## config.mk

```make
export PLATFORM = sky130hd
export DESIGN_NAME = pwr_mac
export DESIGN_NICKNAME = d
export VERILOG_FILES = /design/src/pwr_pkg.sv /design/src/pwr_mac.sv
export SDC_FILE = /design/constraint.sdc
export NUM_CORES = 2
export LEC_CHECK = 0
export BUFFER_PORTS_ARGS = -buffer_cell sky130_fd_sc_hd__buf_2
export CAP_MARGIN = 20
export CORE_MARGIN = 2
export CORE_UTILIZATION = 50
export CTS_BUF_LIST = sky130_fd_sc_hd__clkbuf_4
export CTS_CLUSTER_SIZE = 14
export DETAILED_ROUTE_END_ITERATION = 6
export PLACE_DENSITY = 0.77
export SYNTH_ARGS = -nofsm -noshare
export SYNTH_HDL_FRONTEND = slang
export SYNTH_SLANG_ARGS = --single-unit
```

## constraint.sdc

```tcl
create_clock -name clk -period 9.9 [get_ports clk]
set_clock_uncertainty 0.1 [all_clocks]
set_input_delay 0.99 -clock clk [delete_from_list [all_inputs] [get_ports clk]]
set_output_delay 0.99 -clock clk [all_outputs]
set_load 0.05 [all_outputs]
```

## src/pwr_pkg.sv

```systemverilog
`timescale 1ns / 1ps
// Shared types, widths, codes and helpers of the wavetable resampler.
package pwr_pkg;

	localparam int CMD_W    = 2;
	localparam int ADDR_W   = 12;
	localparam int DATA_W   = 18;
	localparam int INC_W    = 40;
	localparam int OUT_W    = 24;
	localparam int CNT_W    = 13;
	localparam int POS_W    = 44;
	localparam int INT_W    = POS_W - 32;
	localparam int FRAC_W   = 26;
	localparam int PHASE_W  = 6;
	localparam int PHASES   = 64;
	localparam int PROD_W   = 2 * DATA_W;
	localparam int DOT_W    = 42;
	localparam int DIFF_W   = DOT_W + 1;
	localparam int IACC_W   = 72;
	localparam int PART_N   = 6;
	localparam int RND_SHIFT = 37;

	localparam logic [CMD_W-1:0] CMD_LOAD_SAMPLE = 2'd0;
	localparam logic [CMD_W-1:0] CMD_LOAD_COEF   = 2'd1;
	localparam logic [CMD_W-1:0] CMD_TICK        = 2'd2;

	localparam logic [CNT_W-1:0] CNT_RESET = 13'd4096;

	localparam logic [1:0] K_DOT0 = 2'd0;
	localparam logic [1:0] K_DOT1 = 2'd1;
	localparam logic [1:0] K_DIFF = 2'd2;
	localparam logic [1:0] K_PART = 2'd3;

	localparam logic signed [IACC_W-1:0] RND_BIAS = 72'sh10_0000_0000;
	localparam logic signed [OUT_W-1:0]  OUT_MAX  = 24'sh7F_FFFF;
	localparam logic signed [OUT_W-1:0]  OUT_MIN  = -24'sh80_0000;

	typedef struct packed {
		logic       valid;
		logic [1:0] kind;
		logic       first;
		logic [2:0] part;
	} ctl_t;

	typedef struct packed {
		logic                     sample_we;
		logic                     coef_we;
		logic [ADDR_W-1:0]        addr;
		logic signed [DATA_W-1:0] data;
	} mem_wr_t;

	function automatic logic [5:0] part_shift(input logic [2:0] part);
		logic [5:0] sh;
		case (part)
			3'd0: sh = 6'd0;
			3'd1: sh = 6'd13;
			3'd2: sh = 6'd17;
			3'd3: sh = 6'd30;
			3'd4: sh = 6'd34;
			3'd5: sh = 6'd47;
			default: sh = 6'd0;
		endcase
		return sh;
	endfunction

endpackage

```

## src/pwr_mac.sv

```systemverilog
`timescale 1ns / 1ps
// Shared 18x18 multiplier with dot-product, difference and interpolation accumulators.
module pwr_mac import pwr_pkg::*; (
	input  logic                     clk,
	input  logic                     arst_n,
	input  ctl_t                     ctl,
	input  logic signed [DATA_W-1:0] s_data_s1,
	input  logic signed [DATA_W-1:0] c_data_s1,
	input  logic [FRAC_W-1:0]        frac,
	output logic                     busy,
	output logic signed [OUT_W-1:0]  res
);

	ctl_t                     ctl_s1;
	ctl_t                     ctl_s2;
	logic signed [DATA_W-1:0] op_a;
	logic signed [DATA_W-1:0] op_b;
	logic signed [PROD_W-1:0] prod_s2;
	logic signed [DOT_W-1:0]  acc0_q;
	logic signed [DOT_W-1:0]  acc1_q;
	logic signed [DIFF_W-1:0] diff_q;
	logic signed [IACC_W-1:0] iacc_q;
	logic [DOT_W-1:0]         prod_dot;
	logic [IACC_W-1:0]        prod_pp;
	logic signed [IACC_W-1:0] rsum;
	logic signed [IACC_W-RND_SHIFT-1:0] rq;

	always_ff @(posedge clk or negedge arst_n) begin
		if (!arst_n) begin
			ctl_s1 <= '0;
			ctl_s2 <= '0;
		end else begin
			ctl_s1 <= ctl;
			ctl_s2 <= ctl_s1;
		end
	end

	assign busy = ctl_s1.valid | ctl_s2.valid;

	always_comb begin
		op_a = s_data_s1;
		op_b = c_data_s1;
		if (ctl_s1.kind == K_PART) begin
			case (ctl_s1.part[2:1])
				2'd0: op_a = $signed({1'b0, diff_q[16:0]});
				2'd1: op_a = $signed({1'b0, diff_q[33:17]});
				default: op_a = $signed({{9{diff_q[DIFF_W-1]}}, diff_q[DIFF_W-1:34]});
			endcase
			if (ctl_s1.part[0]) begin
				op_b = $signed({5'b0, frac[25:13]});
			end else begin
				op_b = $signed({5'b0, frac[12:0]});
			end
		end
	end

	always_ff @(posedge clk) begin
		prod_s2 <= op_a * op_b;
	end

	assign prod_dot = {{(DOT_W-PROD_W){prod_s2[PROD_W-1]}}, prod_s2};
	assign prod_pp  = {{(IACC_W-PROD_W){prod_s2[PROD_W-1]}}, prod_s2} << part_shift(ctl_s2.part);

	always_ff @(posedge clk) begin
		if (ctl_s2.valid) begin
			case (ctl_s2.kind)
				K_DOT0: acc0_q <= (ctl_s2.first ? '0 : acc0_q) + prod_dot;
				K_DOT1: acc1_q <= (ctl_s2.first ? '0 : acc1_q) + prod_dot;
				K_DIFF: begin
					diff_q <= {acc1_q[DOT_W-1], acc1_q} - {acc0_q[DOT_W-1], acc0_q};
					iacc_q <= {{(IACC_W-DOT_W){acc0_q[DOT_W-1]}}, acc0_q} << FRAC_W;
				end
				default: iacc_q <= iacc_q + prod_pp;
			endcase
		end
	end

	// round half up, then clamp to the output range
	assign rsum = iacc_q + RND_BIAS;
	assign rq   = $signed(rsum[IACC_W-1:RND_SHIFT]);

	always_comb begin
		if (rq > OUT_MAX) begin
			res = OUT_MAX;
		end else if (rq < OUT_MIN) begin
			res = OUT_MIN;
		end else begin
			res = $signed(rq[OUT_W-1:0]);
		end
	end

`ifndef SYNTHESIS
	a_part_after_diff: assert property (@(posedge clk) disable iff (!arst_n)
		(ctl_s1.valid && ctl_s1.kind == K_PART) |-> !(ctl_s2.valid && ctl_s2.kind == K_DIFF))
		else $error("partial product read the difference before it was written");
`endif

endmodule

```

==> run_results.csv <==
group,metric,value,unit
worst_setup_path,crit_start,"ctl_s1[1]$_DFF_PN0_",
worst_setup_path,cp_cell_sequence,"a211oi_1 -> o31ai_1 -> nand2_1 -> fa_1 -> inv_1 -> fa_1 -> fa_1 -> fa_1 -> fa_1 -> inv_1 -> fa_1 -> inv_1 -> ha_1 -> and3_1 -> a221o_1 -> a21oi_1 -> o22ai_1 -> a21oi_1 -> a2111oi_0 -> or3_1 -> a211oi_1 -> nor3_1",
synthesis,ys_seq_elements,249,
global_route,antenna_found_initial,3,
floorplanning,core,68600,um^2
sta,setup_ws,1.36,ns
drt,vias_per_cell,5.85,
floorplanning,row_count,96,
placement,place_inst,4921,
synthesis,synthAdderAreaFrac,29.8,%
clock_tree,clockBufferDepth,3,
worst_setup_path,r2r_start,"ctl_s1[1]$_DFF_PN0_",
synthesis,synthArstFlopShare,5.62,%
worst_setup_path,cp_max_fo,27,
floorplanning,initial_core_util,50.4,%
global_route,grt_overflow,0,
synthesis,seq_area_frac_synth,20.4,%
synthesis,synth_compound_area_share,16.9,%
worst_setup_path,critical_path.top_delay_family,"adder cells",
floorplanning,die_area,71300,um^2
worst_setup_path,r2r_slack,1.36,ns
final_layout,num-nets-final,4763,
worst_setup_path,slowest_delay,0.99,ns
drt,num_vias,29600,
run_status,violations,"DRC",
sta,slew_violations,0,
worst_setup_path,cp-end-kind,"register",
floorplanning,ioPinCount,96,
placement,dp_slack,1.42,ns
drt,drt_wl_total,97.7,mm
synthesis,yosysWarnings,0,
sta,fin_hold_ws,0.183,ns
clock_tree,clk_pin_slew,0.06,ns
synthesis,synth_edf_count,199,
synthesis,syn_avg_cell_area,8.62,um^2
synthesis,synth_flop_cell,"edfxtp_1",
worst_hold_path,holdCritPathClass,"in2reg",
sta,relSlewSlack,25.7,%
global_route,grt_pass1_vias,29200,
run,drv_cap,0,
drt,dr.first_iter.drc_count,3055,
global_route,grt_pass1_wl,157,mm
global_route,grt_util_all_layers,28.0,%
synthesis,synthMuxAreaShare,3.24,%
floorplanning,die_w,267,um
synthesis,synth_top_family_by_area,"adder cells",
worst_setup_path,critical_path_buf_inv_count,3,
placement,gp_congestion,0.995,
sta,hold_viol_final,0,
sta,fmax,117,MHz
worst_setup_path,crit_type,"reg2reg",
synthesis,yosys.area_share.simple,17.0,%
global_route,grt_max_degree,105,
sta,rsz0062_at_grt,"no",
final_layout,drive_gt1_share,7.50,%
worst_setup_path,r2r_cells,22,
clock_tree,worstSkewPairLatency,0.84,ns
clock_tree,post_cts_buffers,0,
sta,finalCritPeriodShare,86.3,%
sta,worst-slew-pin-transition,1.10,ns
worst_setup_path,cpMostUsedCell,"fa_1",
sta,fin_tns_setup,0,ns
floorplanning,chipHeight,267,um
worst_setup_path,cp.depth,22,
worst_setup_path,cp.arrival,9.14,ns
drt,post_drt_wl_per_cell,19.3,um
synthesis,synth_cell_type_count,90,
synthesis,synthesis.nets,4707,
clock_tree,h-tree-depth,3,
drt,ant_nets,0,
worst_setup_path,endpoint,"prod_s2[35]$_DFF_P_",
worst_setup_path,slowest_stage,"dfrtp_1",
synthesis,synth_xor_xnor_area_share,5.72,%
drt,drc,2,
drt,drtPass1Iterations,6,
worst_setup_path,crit_required,10.50,ns
worst_setup_path,start_kind,"register",
synthesis,syn_area,34600,um^2
final_layout,areaGrowthSynthToFinish,6.82,%
final_layout,n_fill_cell,6294,
clock_tree,cts_made_buffers,70,
clock_tree,tritoncts,"yes",
placement,port_buffers,95,
sta,fin_crit,8.54,ns
final_layout,final_cells,5059,
synthesis,netlist_instances,4011,
run_status,status,"complete, but fails checks",
sta,final-setup-viol-count,0,
clock_tree,cts_root_buf,"clkbuf_4",
worst_setup_path,worstReg2RegEnd,"prod_s2[35]$_DFF_P_",
placement,place_hpwl,78.7,mm
clock_tree,clock-sinks,249,
[worst min path at each step]
stage | slack [ns] | from | to | depth (start not counted)
final | 0.18 | ctl[6] | ctl_s1[6]$_DFF_PN0_ | 1
after floorplan | 0.23 | ctl_s1[3]$_DFF_PN0_ | ctl_s2[3]$_DFF_PN0_ | 0
after global routing | 0.13 | ctl[3] | ctl_s1[3]$_DFF_PN0_ | 1
after detailed placement | 0.24 | ctl_s1[3]$_DFF_PN0_ | ctl_s2[3]$_DFF_PN0_ | 0
after global placement | 0.23 | ctl_s1[3]$_DFF_PN0_ | ctl_s2[3]$_DFF_PN0_ | 0
after CTS | 0.13 | ctl[6] | ctl_s1[6]$_DFF_PN0_ | 1
[cells by family after synthesis]
logic type / count (synthesis)
fa+ha+maj: 625
flops: 249
compound gates: 904
simple gates: 1261
xor+xnor: 226
buf+inv: 636
mux: 110
[per-stage QoR]
stage	cell area (um^2)	utilization, %
final	36900	53.8
after detailed placement	35900	52.4
after floorplan	34600	-
after global routing	36900	53.8
after CTS	36900	53.8
after global placement	35900	52.4
[synthesized netlist by cell type, types with 95 or more instances]
| cell | n | share of area [%] |
|---|---|---|
| inv_1 | 488 | 5.3 |
| nor2_1 | 425 | 4.6 |
| nand2_1 | 360 | 3.9 |
| fa_1 | 333 | 19 |
| ha_1 | 292 | 11 |
| a21oi_1 | 280 | 4.1 |
| edfxtp_1 | 199 | 17 |
| o21ai_0 | 155 | 2.2 |
| xnor2_1 | 155 | 3.9 |
| clkbuf_1 | 122 | 1.3 |
| a21o_1 | 105 | 2.3 |
| mux2i_1 | 95 | 2.8 |
[flip-flops by register name (all words and copies together), names as in the netlist]
register  count
acc0_q       42
acc1_q       42
ctl_s1        7
ctl_s2        7
diff_q       43
iacc_q       72
prod_s2      36
[per-layer routing]
layer,vias to the layer above,share of wire (%),track usage (%)
met3,217,8.0,4.74
met1,14300,43,38.9
li1,13900,-,-
met2,1161,45,44.1
met4,0,3.9,10.1
met5,-,0,0
[timing repair]
action | 4_1_cts | 5_1_grt
hold buffers | 1 | 0
endpoints found under the setup margin | 0 | 0
gates resized for setup | 0 | 0
endpoints found under the hold margin | 14 | 0
[layout make-up]
class                           instances  area, um^2  share of cell area, %
Tap cell                              931        1160                   3.15
Timing Repair Buffer                  130         761                   2.06
Antenna cell                            6        15.0                 0.0407
Clock buffer                           94         706                   1.91
Sequential cell                       249        7050                   19.1
Clock inverter                         33         219                  0.593
Inverter                              490        1840                   4.98
Multi-Input combinational cell       3126       25200                   68.2
[cell usage in the layout, fill, tap and decap left out, types with 105 or more instances in the layout]
cell type  synthesis  routed
a21o_1           105     105
a21oi_1          280     279
edfxtp_1         199     199
fa_1             333     333
ha_1             292     291
inv_1            488     488
nand2_1          360     359
nor2_1           425     425
o21ai_0          155     154
xnor2_1          155     155
Power is left out: the tool's default activity adds up to more than one toggle a clock period on the data nets, which glitch-free logic cannot reach.
