===== config.mk =====
export PLATFORM = sky130hd
export DESIGN_NAME = pwr_seq_flat
export DESIGN_NICKNAME = d
export VERILOG_FILES = /design/src/pwr_pkg.sv /design/src/pwr_if.sv /design/src/pwr_seq.sv /design/src/flat_wrapper.sv
export SDC_FILE = /design/constraint.sdc
export NUM_CORES = 1
export LEC_CHECK = 0
export ABC_AREA = 1
export BUFFER_PORTS_ARGS = -buffer_cell sky130_fd_sc_hd__buf_2
export CORE_MARGIN = 2
export CORE_UTILIZATION = 50
export CTS_CLUSTER_DIAMETER = 30
export DETAILED_ROUTE_END_ITERATION = 12
export HOLD_SLACK_MARGIN = 0.08
export PLACE_DENSITY = 0.72
export SYNTH_ARGS = -nofsm -noshare
export SYNTH_HDL_FRONTEND = slang
export SYNTH_SLANG_ARGS = --single-unit
export TNS_END_PERCENT = 5

===== constraint.sdc =====
create_clock -name clk -period 4 [get_ports clk]
set_clock_uncertainty 0.2 [all_clocks]
set_input_delay 0.2 -clock clk [delete_from_list [all_inputs] [get_ports clk]]
set_output_delay 0.2 -clock clk [all_outputs]
set_load 0.05 [all_outputs]

===== src/pwr_pkg.sv =====
`timescale 1ns / 1ps
// Shared types, widths, codes and helpers of the wavetable resampler.
package pwr_pkg;

	localparam int CMD_W    = 2;
	localparam int ADDR_W   = 12;
	localparam int DATA_W   = 18;
	localparam int INC_W    = 40;
	localparam int OUT_W    = 24;
	localparam int CNT_W    = 13;
	localparam int POS_W    = 44;
	localparam int INT_W    = POS_W - 32;
	localparam int FRAC_W   = 26;
	localparam int PHASE_W  = 6;
	localparam int PHASES   = 64;
	localparam int PROD_W   = 2 * DATA_W;
	localparam int DOT_W    = 42;
	localparam int DIFF_W   = DOT_W + 1;
	localparam int IACC_W   = 72;
	localparam int PART_N   = 6;
	localparam int RND_SHIFT = 37;

	localparam logic [CMD_W-1:0] CMD_LOAD_SAMPLE = 2'd0;
	localparam logic [CMD_W-1:0] CMD_LOAD_COEF   = 2'd1;
	localparam logic [CMD_W-1:0] CMD_TICK        = 2'd2;

	localparam logic [CNT_W-1:0] CNT_RESET = 13'd4096;

	localparam logic [1:0] K_DOT0 = 2'd0;
	localparam logic [1:0] K_DOT1 = 2'd1;
	localparam logic [1:0] K_DIFF = 2'd2;
	localparam logic [1:0] K_PART = 2'd3;

	localparam logic signed [IACC_W-1:0] RND_BIAS = 72'sh10_0000_0000;
	localparam logic signed [OUT_W-1:0]  OUT_MAX  = 24'sh7F_FFFF;
	localparam logic signed [OUT_W-1:0]  OUT_MIN  = -24'sh80_0000;

	typedef struct packed {
		logic       valid;
		logic [1:0] kind;
		logic       first;
		logic [2:0] part;
	} ctl_t;

	typedef struct packed {
		logic                     sample_we;
		logic                     coef_we;
		logic [ADDR_W-1:0]        addr;
		logic signed [DATA_W-1:0] data;
	} mem_wr_t;

	function automatic logic [5:0] part_shift(input logic [2:0] part);
		logic [5:0] sh;
		case (part)
			3'd0: sh = 6'd0;
			3'd1: sh = 6'd13;
			3'd2: sh = 6'd17;
			3'd3: sh = 6'd30;
			3'd4: sh = 6'd34;
			3'd5: sh = 6'd47;
			default: sh = 6'd0;
		endcase
		return sh;
	endfunction

endpackage


===== src/pwr_if.sv =====
`timescale 1ns / 1ps
// Valid/ready channel interfaces of the wavetable resampler.
interface pwr_item_if import pwr_pkg::*; ();
	logic                     valid;
	logic                     ready;
	logic [CMD_W-1:0]         cmd;
	logic [ADDR_W-1:0]        address;
	logic signed [DATA_W-1:0] load_value;
	logic [INC_W-1:0]         phase_increment;

	modport source(output valid, cmd, address, load_value, phase_increment, input ready);
	modport sink(input valid, cmd, address, load_value, phase_increment, output ready);
endinterface



===== src/pwr_seq.sv =====
`timescale 1ns / 1ps
// Request sequencer: loads, position wrap, address modulo and MAC operation issue.
module pwr_seq import pwr_pkg::*; #(
	parameter int TAPS = 16,
	parameter int SAMPLE_DEPTH = 4096,
	localparam int COEF_DEPTH = (PHASES + 1) * TAPS,
	localparam int CAW = $clog2(COEF_DEPTH)
) (
	input  logic              clk,
	input  logic              arst_n,
	pwr_item_if.sink          item,
	input  logic [CNT_W-1:0]  count,
	input  logic              busy,
	input  logic              out_free,
	output mem_wr_t           wr,
	output logic              rd_en,
	output logic [CNT_W-1:0]  s_idx,
	output logic [CAW-1:0]    c_addr,
	output ctl_t              ctl,
	output logic [FRAC_W-1:0] frac,
	output logic              out_load
);

	localparam int KW = $clog2(2 * TAPS);

	localparam logic [3:0] ST_IDLE      = 4'd0;
	localparam logic [3:0] ST_WRAP      = 4'd1;
	localparam logic [3:0] ST_MOD       = 4'd2;
	localparam logic [3:0] ST_DOT       = 4'd3;
	localparam logic [3:0] ST_WAIT_DOT  = 4'd4;
	localparam logic [3:0] ST_DIFF      = 4'd5;
	localparam logic [3:0] ST_WAIT_DIFF = 4'd6;
	localparam logic [3:0] ST_PART      = 4'd7;
	localparam logic [3:0] ST_WAIT_PART = 4'd8;
	localparam logic [3:0] ST_OUT       = 4'd9;

	logic [3:0]        state_q;
	logic [POS_W-1:0]  pos_q;
	logic [KW-1:0]     k_q;
	logic [3:0]        cnt_q;
	logic [CNT_W-1:0]  n_q;
	logic [FRAC_W-1:0] frac_q;
	logic [CNT_W-1:0]  div_q;
	logic [CNT_W-1:0]  rem_q;
	logic [CNT_W-1:0]  top_q;
	logic [CNT_W-1:0]  idx_q;
	logic [CAW-1:0]    caddr_q;

	logic              accept;
	logic              tick;
	logic [CNT_W-1:0]  n_clamp;
	logic [CNT_W-1:0]  wrap_at;
	logic [CNT_W:0]    rem_sh;
	logic [CNT_W:0]    rem_nx;
	logic [CNT_W-1:0]  idx_nx;
	logic              mod_last;

	assign item.ready = (state_q == ST_IDLE);
	assign accept     = item.valid && item.ready;
	assign tick       = accept && (item.cmd == CMD_TICK);

	always_comb begin
		n_clamp = count;
		if (32'(count) < TAPS) begin
			n_clamp = CNT_W'(TAPS);
		end else if (32'(count) > SAMPLE_DEPTH) begin
			n_clamp = CNT_W'(SAMPLE_DEPTH);
		end
	end

	assign wrap_at  = n_q - CNT_W'(TAPS - 1);
	assign rem_sh   = {rem_q, div_q[CNT_W-1]};
	assign rem_nx   = (rem_sh >= {1'b0, n_q}) ? rem_sh - {1'b0, n_q} : rem_sh;
	assign mod_last = (cnt_q == 4'(CNT_W - 1));

	always_comb begin
		if (k_q == KW'(TAPS - 1)) begin
			idx_nx = top_q;
		end else if (idx_q == '0) begin
			idx_nx = n_q - CNT_W'(1);
		end else begin
			idx_nx = idx_q - CNT_W'(1);
		end
	end

	assign wr.sample_we = accept && (item.cmd == CMD_LOAD_SAMPLE)
		&& (32'(item.address) < SAMPLE_DEPTH);
	assign wr.coef_we   = accept && (item.cmd == CMD_LOAD_COEF)
		&& (32'(item.address) < COEF_DEPTH);
	assign wr.addr      = item.address;
	assign wr.data      = item.load_value;

	assign rd_en    = (state_q == ST_DOT);
	assign s_idx    = idx_q;
	assign c_addr   = caddr_q;
	assign frac     = frac_q;
	assign out_load = (state_q == ST_OUT) && out_free;

	always_comb begin
		ctl.valid = 1'b0;
		ctl.kind  = K_DOT0;
		ctl.first = (k_q == '0) || (k_q == KW'(TAPS));
		ctl.part  = cnt_q[2:0];
		unique case (state_q)
			ST_DOT: begin
				ctl.valid = 1'b1;
				ctl.kind  = (k_q < KW'(TAPS)) ? K_DOT0 : K_DOT1;
			end
			ST_DIFF: begin
				ctl.valid = 1'b1;
				ctl.kind  = K_DIFF;
			end
			ST_PART: begin
				ctl.valid = 1'b1;
				ctl.kind  = K_PART;
			end
			default: ctl.valid = 1'b0;
		endcase
	end

	always_ff @(posedge clk or negedge arst_n) begin
		if (!arst_n) begin
			state_q <= ST_IDLE;
			pos_q   <= '0;
			k_q     <= '0;
			cnt_q   <= '0;
		end else begin
			unique case (state_q)
				ST_IDLE: begin
					if (tick) begin
						pos_q   <= pos_q + POS_W'(item.phase_increment);
						k_q     <= '0;
						cnt_q   <= '0;
						state_q <= ST_WRAP;
					end
				end
				ST_WRAP: begin
					if ({1'b0, pos_q[POS_W-1:32]} >= wrap_at) begin
						pos_q[POS_W-1:32] <= pos_q[POS_W-1:32] - INT_W'(wrap_at);
					end
					state_q <= ST_MOD;
				end
				ST_MOD: begin
					cnt_q <= cnt_q + 4'd1;
					if (mod_last) begin
						cnt_q   <= '0;
						state_q <= ST_DOT;
					end
				end
				ST_DOT: begin
					k_q <= k_q + KW'(1);
					if (k_q == KW'(2 * TAPS - 1)) begin
						state_q <= ST_WAIT_DOT;
					end
				end
				ST_WAIT_DOT: begin
					if (!busy) begin
						state_q <= ST_DIFF;
					end
				end
				ST_DIFF: state_q <= ST_WAIT_DIFF;
				ST_WAIT_DIFF: begin
					if (!busy) begin
						state_q <= ST_PART;
					end
				end
				ST_PART: begin
					cnt_q <= cnt_q + 4'd1;
					if (cnt_q == 4'(PART_N - 1)) begin
						cnt_q   <= '0;
						state_q <= ST_WAIT_PART;
					end
				end
				ST_WAIT_PART: begin
					if (!busy) begin
						state_q <= ST_OUT;
					end
				end
				ST_OUT: begin
					if (out_free) begin
						state_q <= ST_IDLE;
					end
				end
				default: state_q <= ST_IDLE;
			endcase
		end
	end

	always_ff @(posedge clk) begin
		if (tick) begin
			n_q     <= n_clamp;
			frac_q  <= pos_q[FRAC_W-1:0];
			caddr_q <= CAW'(32'(pos_q[31:FRAC_W]) * TAPS);
			div_q   <= CNT_W'(pos_q[POS_W-1:32]) + CNT_W'(TAPS - 1);
			rem_q   <= '0;
		end
		if (state_q == ST_MOD) begin
			rem_q <= CNT_W'(rem_nx);
			div_q <= div_q << 1;
			if (mod_last) begin
				top_q <= CNT_W'(rem_nx);
				idx_q <= CNT_W'(rem_nx);
			end
		end
		if (state_q == ST_DOT) begin
			caddr_q <= caddr_q + CAW'(1);
			idx_q   <= idx_nx;
		end
	end

`ifndef SYNTHESIS
	a_idle_quiet: assert property (@(posedge clk) disable iff (!arst_n)
		(state_q == ST_IDLE) |-> !busy)
		else $error("MAC pipeline still busy in idle");
	a_rem_range: assert property (@(posedge clk) disable iff (!arst_n)
		(state_q == ST_MOD) |-> (rem_q < n_q))
		else $error("modulo remainder out of range");
	a_idx_range: assert property (@(posedge clk) disable iff (!arst_n)
		(state_q == ST_DOT) |-> (top_q < n_q) && (idx_q < n_q))
		else $error("sample index beyond wavetable length");
`endif

endmodule

===== src/flat_wrapper.sv =====
// flat-port wrapper written by rule: the top's interface ports become plain ports
module pwr_seq_flat import pwr_pkg::*;
#(
	parameter int TAPS = 16,
	parameter int SAMPLE_DEPTH = 4096,
	localparam int COEF_DEPTH = (PHASES + 1) * TAPS,
	localparam int CAW = $clog2(COEF_DEPTH)
)
  (clk, arst_n, count, busy, out_free, wr, rd_en, s_idx, c_addr, ctl, frac, out_load, item_valid, item_cmd, item_address, item_load_value, item_phase_increment, item_ready);
  pwr_item_if item_i ();
  input  logic clk;
  input  logic arst_n;
  input  logic [CNT_W-1:0] count;
  input  logic busy;
  input  logic out_free;
  output mem_wr_t wr;
  output logic rd_en;
  output logic [CNT_W-1:0] s_idx;
  output logic [CAW-1:0] c_addr;
  output ctl_t ctl;
  output logic [FRAC_W-1:0] frac;
  output logic out_load;
  input wire logic [$bits(item_i.valid)-1:0] item_valid;
  input wire logic [$bits(item_i.cmd)-1:0] item_cmd;
  input wire logic [$bits(item_i.address)-1:0] item_address;
  input wire logic [$bits(item_i.load_value)-1:0] item_load_value;
  input wire logic [$bits(item_i.phase_increment)-1:0] item_phase_increment;
  output wire logic [$bits(item_i.ready)-1:0] item_ready;
  assign item_i.valid = item_valid;
  assign item_i.cmd = item_cmd;
  assign item_i.address = item_address;
  assign item_i.load_value = item_load_value;
  assign item_i.phase_increment = item_phase_increment;
  assign item_ready = item_i.ready;
  pwr_seq #(.TAPS(TAPS), .SAMPLE_DEPTH(SAMPLE_DEPTH)) u_core (.clk(clk), .arst_n(arst_n), .item(item_i), .count(count), .busy(busy), .out_free(out_free), .wr(wr), .rd_en(rd_en), .s_idx(s_idx), .c_addr(c_addr), .ctl(ctl), .frac(frac), .out_load(out_load));
endmodule

==> results of run 1 <==
-- state kept, by name, indices dropped and copies added, names as in the netlist, 11 cells and up --
name           count
u_core.c_addr     11
u_core.div_q      13
u_core.frac       26
u_core.n_q        13
u_core.pos_q      44
u_core.rem_q      13
u_core.s_idx      13
u_core.top_q      13
-- routing by layer --
metal / part of all wire / global-route usage / up-vias
met5: 0 / 0 / -
met4: 0.014 / 0.0682 / 0
met3: 0.077 / 0.0372 / 41
met2: 0.44 / 0.419 / 411
met1: 0.47 / 0.395 / 5302
li1: - / - / 5873
-- worst paths after layout --
path,startpoint,to,slack (ns)
worst max register to register,u_core.n_q[2]$_SDFFCE_PP0P_,u_core.pos_q[37]$_DFFE_PN0P_,0.61
worst min-delay path,item_phase_increment[13],u_core.pos_q[13]$_DFFE_PN0P_,0.08
worst min register to register,u_core.pos_q[15]$_DFFE_PN0P_,u_core.frac[15]$_DFFE_PP_,0.28
worst max-delay path,u_core.n_q[2]$_SDFFCE_PP0P_,u_core.pos_q[37]$_DFFE_PN0P_,0.61
min in group asynchronous,arst_n,u_core.pos_q[8]$_DFFE_PN0P_,0.14
max in group asynchronous,arst_n,u_core.k_q[4]$_DFFE_PN0P_,2.57
-- power breakdown --
group	switching, W	leakage (nW)	internal, W
logic	0.00399	5.28	0.00183
clock network	0.000769	0.300	0.000945
registers	0.000493	1.69	0.00254
total	0.00525	7.27	0.00532
-- cell type report --
class                   count  area [sq um]  share of cell area
inverters                 290          1090              0.0776
repair buffers            178          1080              0.0767
clock buffers              17           425              0.0303
clock inverters            15           173              0.0123
well taps                 324           405              0.0289
flip-flops and latches    159          4480               0.319
multi-input cells        1266          6390               0.455
-- repair_timing --
item / CTS / global route
hold endpoints to repair: 60 / 0
setup endpoints to repair: 0 / 0
hold buffers: 33 / 0
-- through the flow --
stage / std cells / hold WS, ns / total power [W] / cell area (sq um) / worst slack (ns)
global route: 2249 / 0.126 / 0.0114 / 14000 / 0.282
global placement: 2184 / 0.0879 / 0.00866 / 13100 / 0.850
floorplan: 1773 / -0.296 / 0.00739 / 12300 / 0.114
CTS: 2249 / 0.0803 / 0.0105 / 14000 / 0.642
finish: 2249 / 0.0817 / 0.0106 / 14000 / 0.612
detailed placement: 2184 / 0.101 / 0.00876 / 13100 / 0.734
-- critical path: cells and delay by family (launching register included) --
kind	cells	cell delay (ns)
xor gates and xnor gates	1	0.12
AOI/OAI and AO/OA	1	0.43
buffers and inverters	3	0.28
DFF	1	0.46
and+or+nand+nor	15	1.47
adders and majority gates	1	0.36
-- cell families after synthesis --
logic type | synth area share
adders and majority gates | 0.0821
xor gates and xnor gates | 0.0405
and+or+nand+nor | 0.307
DFF | 0.364
AOI/OAI and AO/OA | 0.0890
buffers and inverters | 0.118
-- cells in the final DEF, fill, tap and decap left out, drive strengths merged, types with 57 or more instances in the layout --
cell type and n:
nand2 585, inv 298, nor2 200, buf 145, nand3 102, edfxtp 101
o21ai 94, ha 76, a21oi 60, dfrtp 57
==> run metrics, run 1 <==
CP peak stage delay=0.46 ns; Hold Path Depth=4; setup_tns=0 ns; largest area contributor in the netlist=edfxtp_1; 1st-pass router iterations=5; WS Path Type=reg -> reg; Mapped Cells=1773; global route total overflow=0; TritonCTS buffer count=17; Vias/cell=5.17; Startpoint Class=register; Top cell by count, worst path=nand2_1; GR Util All Layers=0.269; Vias=11600; Syn Nets=1942; post-synth top area share=0.246; worst-case clock buffer depth=2; Top Ports=182; Hold Vio Cnt, Final=0; detailed placer's ending HPWL=26.3 mm; via count of the first global-routing pass=11000; die width=161 um; clock sink total=159; Worst Path Arrival=3.56 ns; Worst Tran Pin Value=1.16 ns; Cell Pwr Density=753 nW/um^2; CTS tree=yes; crit share post-route=0.847; CORE AREA=24200 sq um; utilization after layout=0.579; max_cap viols=0; RSZ-0062 raised after global routing=no; antenna violations before repair=0; endpoints failing setup=0; Inserted Diodes=0; status=complete, no violations; Nets=2081; CP max-delay cell=edfxtp_1; commonest cells in the netlist=nand2_1, inv_1, nor2_1; die area=25900 sq um; Ys Warns=0; Initial Util=0.508; Crit. End Element=register; EDFF count, synth=101; 1st-iter DRT viols=996; Tmin final=3.39 ns; post-CTS setup buffer count=0; largest net degree at the start of global routing=70; synth unique cells=46; Layout area overhead=13.9%; Mean Syn Cell Area=6.95 sq um; Final Wtd Congestion=0.970; asr flop ratio synth=0.358; synthesized cell area=12300 sq um; global-route wire length before repair=55.5 mm; top-count cell post-synth=nand2_1; worst-path fanout max=12; Port Buffers=137; dominant synthesized flop cell=edfxtp_1; CTS root buffer=clkbuf_16; DRT antenna net count=0; Die H=161 um; CP Cell Sequence=inv_1 > nor3_1 > inv_1 > nor2_1 > inv_1 > nand2_1 > nor3_1 > xor2_1 > ha_1 > nand2_1 > nor2_1 > nand3_1 > nand3_1 > nand2_1 > nand2_1 > nand2_1 > nand2_1 > nand2_1 > a21oi_2 > nand2_1 > nand2_1; Worst Path Required=4.17 ns; clock slew at reported path FFs=0.07 ns; DR WL/cell=15.3 um; Lkg Pwr=7.27 nW; Worst VDD drop=0.360 mV; Worst-Skew Late Latency=0.44 ns; Slew Limit Fails=0; Seq/Total Area, Yosys=0.364; Worst Reg-to-Reg Cells=21; CTS resizes=0; Hold Crit Class=in -> reg; leading post-synthesis cells by cell area=edfxtp_1, nand2_1, dfrtp_1, inv_1, ha_1; total wire length=34.3 mm; share of layout cells above drive strength 1=0.103; Fillers=2334; row cnt=57; # DRC=0; synthesized flop and latch total=159; CTS H-Tree Depth=4; Rel. slew slack=0.224; fmax=0.295 GHz
Power figures use the tool's default switching activity.
==> run 2, diff against run 1 <==
==> constraint.sdc (replaced) <==
create_clock -name clk -period 3.13 [get_ports clk]
set_clock_uncertainty 0.2 [all_clocks]
set_input_delay 0.1565 -clock clk [delete_from_list [all_inputs] [get_ports clk]]
set_output_delay 0.1565 -clock clk [all_outputs]
set_load 0.05 [all_outputs]
==> run metrics, run 2 (synthesized netlist as in run 1, its figures left out) <==
CORE AREA=24200 sq um (unchanged); antenna violations before repair=2 (+2); CP peak stage delay=0.46 ns (about the same); global route total overflow=0 (unchanged); Top cell by count, worst path=nand2_1; detailed placer's ending HPWL=26.2 mm (-0.64%); CTS H-Tree Depth=4 (unchanged); worst-path fanout max=6 (-6); TritonCTS buffer count=17 (unchanged); worst-case clock buffer depth=2 (unchanged); RSZ-0062 raised after global routing=yes; Nets=2127 (+2.2%); Vias=11900 (+2.4%); # DRC=0 (unchanged); WS Path Type=reg -> reg; Worst VDD drop=0.481 mV (+34%); die area=25900 sq um (unchanged); Slew Limit Fails=0 (unchanged); endpoints failing setup=0 (unchanged); Die H=161 um (unchanged); Crit. End Element=register; Port Buffers=137 (unchanged); Top Ports=182 (unchanged); Lkg Pwr=7.52 nW (+3.4%); global-route wire length before repair=54.1 mm (-2.6%); Rel. slew slack=0.406 (+0.182); DRT antenna net count=0 (unchanged); placed instance area=13300 sq um (+1.4%); delay-heaviest family, CP=simple AND/OR/NAND/NOR gates; GR Util All Layers=0.259 (-0.00930); Hold Vio Cnt, Final=0 (unchanged); CP Cell Sequence=ha_2 > nand3_2 > nand2_2 > nor3_4 > buf_4 > a31oi_1 > ha_1 > nand2_2 > nor2_1 > nand3_1 > nand2_1 > inv_1 > nand2_1 > nand2_1 > nand2_1 > nand2_4 > a21oi_4 > nand2_1 > nand2_1; fmax=0.329 GHz (+11%); row cnt=57 (unchanged); clock sink total=159 (unchanged); crit share post-route=0.972 (+0.125); Layout area overhead=18.1%; Initial Util=0.508 (unchanged); commonest non-fill, non-tap cells in the layout=nand2_1, inv_1, nor2_1; max_cap viols=0 (unchanged); Worst Path Required=3.30 ns (-0.87 ns); total wire length=34.1 mm (-0.69%); Worst Tran Pin Value=0.888 ns (-0.274 ns); die width=161 um (unchanged); commonest non-fill, non-tap cell in the layout=nand2_1; CTS tree=yes; Worst-Skew Late Latency=0.43 ns (about the same); Vias/cell=5.18 (+0.23%); Buf/Inv on CP=2 (-1); Overall Power=0.0138 W (+31%); 1st-pass router iterations=5 (unchanged); clock slew at reported path FFs=0.07 ns (about the same); via count of the first global-routing pass=11000 (+0.046%); max FFs per register=44 (unchanged); DR WL/cell=14.8 um (-2.8%); largest net degree at the start of global routing=52 (-26%); Worst Path Arrival=3.21 ns (-0.35 ns); 1st-iter DRT viols=1116 (+12%); Final Wtd Congestion=0.965 (-0.42%); utilization after layout=0.600 (+0.0209); most flop-heavy register=u_core.pos_q; share of layout cells above drive strength 1=0.128 (+0.0245); final worst setup slack=0.0879 ns (-0.525 ns); CTS root buffer=clkbuf_16; Tmin final=3.04 ns (-0.345 ns); status=complete, no violations; Hold Crit Class=in -> async; Design Area, Final=14500 sq um (+3.6%); CP max-delay cell=edfxtp_1; DP Worst Slack=-0.0850 ns (-0.819 ns); Hold Slack=0.0855 ns (+0.00380 ns); Cell Pwr Density=950 nW/um^2 (+26%); Startpoint Class=register
## run 2: power by group
group,switching (W),internal (W)
Sequential,0.000639,0.00324
Clock,0.000968,0.00128
Combinational,0.00515,0.00254
## run 2: layout make-up
cell class	count	area, sq um
clock inverters	15	193
clock buffers	17	425
fillers	2256	9710
flip-flops and latches	159	4480
multi-input cells	1268	6500
inverters	290	1090
well taps	324	405
diodes	2	5.00
repair buffers	222	1440
## run 2: routing by layer
layer / track usage / wire, um
met5: 0 / 0
met4: 0.0710 / 555
met3: 0.0473 / 2750
met2: 0.398 / 14900
met1: 0.377 / 15800
## run 2: final timing paths
| path | startpoint | end | slack, ns | depth (start not counted) |
|---|---|---|---|---|
| setup / recovery | u_core.n_q[1]$_SDFFCE_PP0P_ | u_core.pos_q[38]$_DFFE_PN0P_ | 0.09 | 19 |
| hold / removal | arst_n | u_core.pos_q[6]$_DFFE_PN0P_ | 0.09 | 2 |
| setup reg to reg | u_core.n_q[1]$_SDFFCE_PP0P_ | u_core.pos_q[38]$_DFFE_PN0P_ | 0.09 | 19 |
| hold reg to reg | u_core.div_q[0]$_SDFFE_PP0P_ | u_core.div_q[0]$_SDFFE_PP0P_ | 0.28 | 2 |
| max in group asynchronous | arst_n | u_core.state_q[0]$_DFFE_PN0P_ | 1.73 | 3 |
| min in group clk | item_phase_increment[2] | u_core.pos_q[2]$_DFFE_PN0P_ | 0.11 | 4 |
## run 2: timing repair
item | in CTS | in global routing
hold buffers | 46 | 0
endpoints found under the hold margin | 79 | 0
cloned | 0 | 2
endpoints found under the setup margin | 12 | 15
pin swaps | 0 | 12
setup buffers | 0 | 8
gates resized for setup | 2 | 24
## run 2: worst reg2reg max path: cells and delay by family (launching register included)
family / cells / cell delay (ns)
and+or+nand+nor: 13 / 1.16
buffers and inverters: 2 / 0.19
DFF: 1 / 0.46
AOI/OAI and AO/OA: 2 / 0.35
adders and majority gates: 2 / 0.63
## run 2: stage by stage
stage	std cells	setup TNS, ns
floorplan	1773	0
global placement	2207	0
detailed placement	2207	-0.897
CTS	2285	0
global route	2295	-1.23
finish	2297	0
==> run 3, diff against run 2 <==
--- a/config.mk
+++ b/config.mk
@@ -12,7 +12,7 @@
 export CTS_CLUSTER_DIAMETER = 30
 export DETAILED_ROUTE_END_ITERATION = 12
 export HOLD_SLACK_MARGIN = 0.08
-export PLACE_DENSITY = 0.72
+export PLACE_DENSITY = 0.79
 export SYNTH_ARGS = -nofsm -noshare
 export SYNTH_HDL_FRONTEND = slang
 export SYNTH_SLANG_ARGS = --single-unit
==> run metrics, run 3 (synthesized netlist as in run 1, its figures left out) <==
status=complete, no violations; commonest non-fill, non-tap cell in the layout=nand2_1; Crit. End Element=register; DR WL/cell=14.9 um (+0.33%); GR Util All Layers=0.260 (+0.000626); TritonCTS buffer count=17 (unchanged); total wire length=33.9 mm (-0.41%); via count of the first global-routing pass=11000 (+0.17%); Reg2Reg Setup Slack=0.08 ns (about the same); antenna violations before repair=0 (-2); Slew Limit Fails=0 (unchanged); die area=25900 sq um (unchanged); Startpoint Class=register; Vias/cell=5.21 (+0.50%); clock slew at reported path FFs=0.07 ns (about the same); row cnt=57 (unchanged); Overall Power=0.0138 W (-0.31%); commonest non-fill, non-tap cells in the layout=nand2_1, inv_1, nor2_1; CTS H-Tree Depth=4 (unchanged); Initial Util=0.508 (unchanged); Hold Vio Cnt, Final=0 (unchanged); largest net degree at the start of global routing=49 (-5.8%); global-route wire length before repair=53.9 mm (-0.32%); Clk pwr share=0.161 (-0.002); combinational group share of total power=0.558 (+0.002); max_cap viols=0 (unchanged); RSZ-0062 raised after global routing=yes; share of layout cells above drive strength 1=0.118 (-0.00976); worst-path fanout max=6 (unchanged); most flop-heavy register=u_core.pos_q; # DRC=0 (unchanged); Register Area=4480 sq um (unchanged); cell-internal power=0.00705 W (-0.24%); Tmin final=3.05 ns (+0.0126 ns); CTS tree=yes; 1st-pass router iterations=7 (+2); endpoints failing setup=0 (unchanged); CTS root buffer=clkbuf_16; Hold Path Depth=4; clock sink total=159 (unchanged); Inserted Diodes=0 (-2); Net Sw Frac=0.488 (about the same); Worst Path Arrival=3.22 ns (about the same); global route total overflow=0 (unchanged); Cell Pwr Density=958 nW/um^2 (+0.82%); utilization after layout=0.593 (-0.00671); Lkg Pwr=7.42 nW (-1.2%); die width=161 um (unchanged); NetSw=0.00673 W (-0.39%); Nets=2112 (-0.71%); placed instance area=13300 sq um (-0.13%); setup_tns=0 ns (unchanged); detailed placer's ending HPWL=25.9 mm (-0.90%); fmax=0.327 GHz (-0.41%); Rel. slew slack=0.253 (-0.153); Worst VDD drop=0.448 mV (-6.9%); Worst Path Required=3.30 ns (about the same); Die H=161 um (unchanged); Fillers=2252 (-0.18%); Layout area overhead=16.7%; Worst Reg-to-Reg Cells=22 (+3); multi-input logic area=6440 sq um (-1.0%); reg2reg start=u_core.n_q[0]$_SDFFCE_PP0P_; RR Endpoint=u_core.pos_q[33]$_DFFE_PN0P_; Hold Crit Class=in -> reg; max FFs per register=44 (unchanged); Vias=11900 (-0.24%); Design Area, Final=14400 sq um (-1.1%); DRT antenna net count=0 (unchanged); worst-case clock buffer depth=2 (unchanged); CORE AREA=24200 sq um (unchanged); Hold Path Origin=item_phase_increment[4]; Worst-Skew Late Latency=0.43 ns (about the same); sequential group share of total power=0.280 (about the same); crit share post-route=0.976 (+0.00404); Top Ports=182 (unchanged); Port Buffers=137 (unchanged); 1st-iter DRT viols=1146 (+2.7%); Hold EP=u_core.pos_q[4]$_DFFE_PN0P_; WS Path Type=reg -> reg; Worst Tran Pin Value=1.12 ns (+0.233 ns); Final Wtd Congestion=0.995 (+3.0%)
run 3: worst max-delay path: stages, from the launching register on:
cell	delay, ns
edfxtp_1	0.39
inv_1	0.09
nor3_2	0.18
inv_1	0.09
nor2_2	0.12
inv_2	0.07
nand2_2	0.08
nor3_2	0.05
xor2_1	0.15
ha_1	0.37
nand2_2	0.09
nor2_2	0.13
nand3_1	0.10
nand3_2	0.10
nand2_1	0.06
nand2_1	0.06
nand2_1	0.05
nand2_1	0.06
nand2_1	0.09
a21oi_2	0.23
buf_6	0.15
nand2_1	0.06
nand2_1	0.05
run 3: worst max path at each step:
stage,start,endpoint,slack (ns)
6_report,u_core.n_q[0]$_SDFFCE_PP0P_,u_core.pos_q[33]$_DFFE_PN0P_,0.08
5_1_grt,u_core.n_q[0]$_SDFFCE_PP0P_,u_core.pos_q[38]$_DFFE_PN0P_,-0.16
4_1_cts,u_core.n_q[0]$_SDFFCE_PP0P_,u_core.pos_q[33]$_DFFE_PN0P_,0.07
3_5_place_dp,u_core.n_q[0]$_SDFFCE_PP0P_,u_core.pos_q[37]$_DFFE_PN0P_,-0.01
3_3_place_gp,u_core.n_q[1]$_SDFFCE_PP0P_,u_core.pos_q[33]$_DFFE_PN0P_,0.12
2_1_floorplan,u_core.n_q[1]$_SDFFCE_PP0P_,u_core.pos_q[40]$_DFFE_PN0P_,0.34
run 3: through the flow:
step / setup WS (ns) / hold slack [ns] / instances
floorplan: 0.341 / -0.339 / 1773
global placement: 0.116 / 0.113 / 2203
detailed placement: -0.00985 / 0.113 / 2203
CTS: 0.0704 / 0.0875 / 2279
global route: -0.165 / 0.106 / 2280
finish: 0.0753 / 0.0936 / 2280
run 3: power groups by stage:
stage	Sequential, W	Combinational (W)	Clock (W)
final	0.00386	0.00769	0.00222
after global routing	0.00395	0.00858	0.00232
after CTS	0.00385	0.00758	0.00225
after detailed placement	0.00388	0.00750	0
after global placement	0.00386	0.00734	0
after floorplan	0.00426	0.00519	0
run 3: final cells by class:
type / count / share of cell area
clock buffer: 17 / 0.0296
clock inverter: 15 / 0.0128
inverter: 290 / 0.0757
multi-input combinational: 1266 / 0.448
sequential: 159 / 0.312
tap: 324 / 0.0282
timing repair buffer: 209 / 0.0943
run 3: layer usage:
metal	routed length [um]	share of wire	vias up	GRT usage
met5	0	0	-	0
met4	678	0.020	0	0.0726
met3	2600	0.077	56	0.0385
met2	15200	0.45	456	0.428
met1	15400	0.45	5431	0.359
li1	-	-	5931	-
run 3: repair_timing:
| item | in CTS | in global routing |
|---|---|---|
| pin swaps | 0 | 3 |
| endpoints found under the setup margin | 10 | 14 |
| buffers inserted | 0 | 0 |
| hold buffers | 44 | 0 |
| cloned | 0 | 1 |
| hold endpoints to repair | 89 | 0 |
| resized for setup | 1 | 17 |
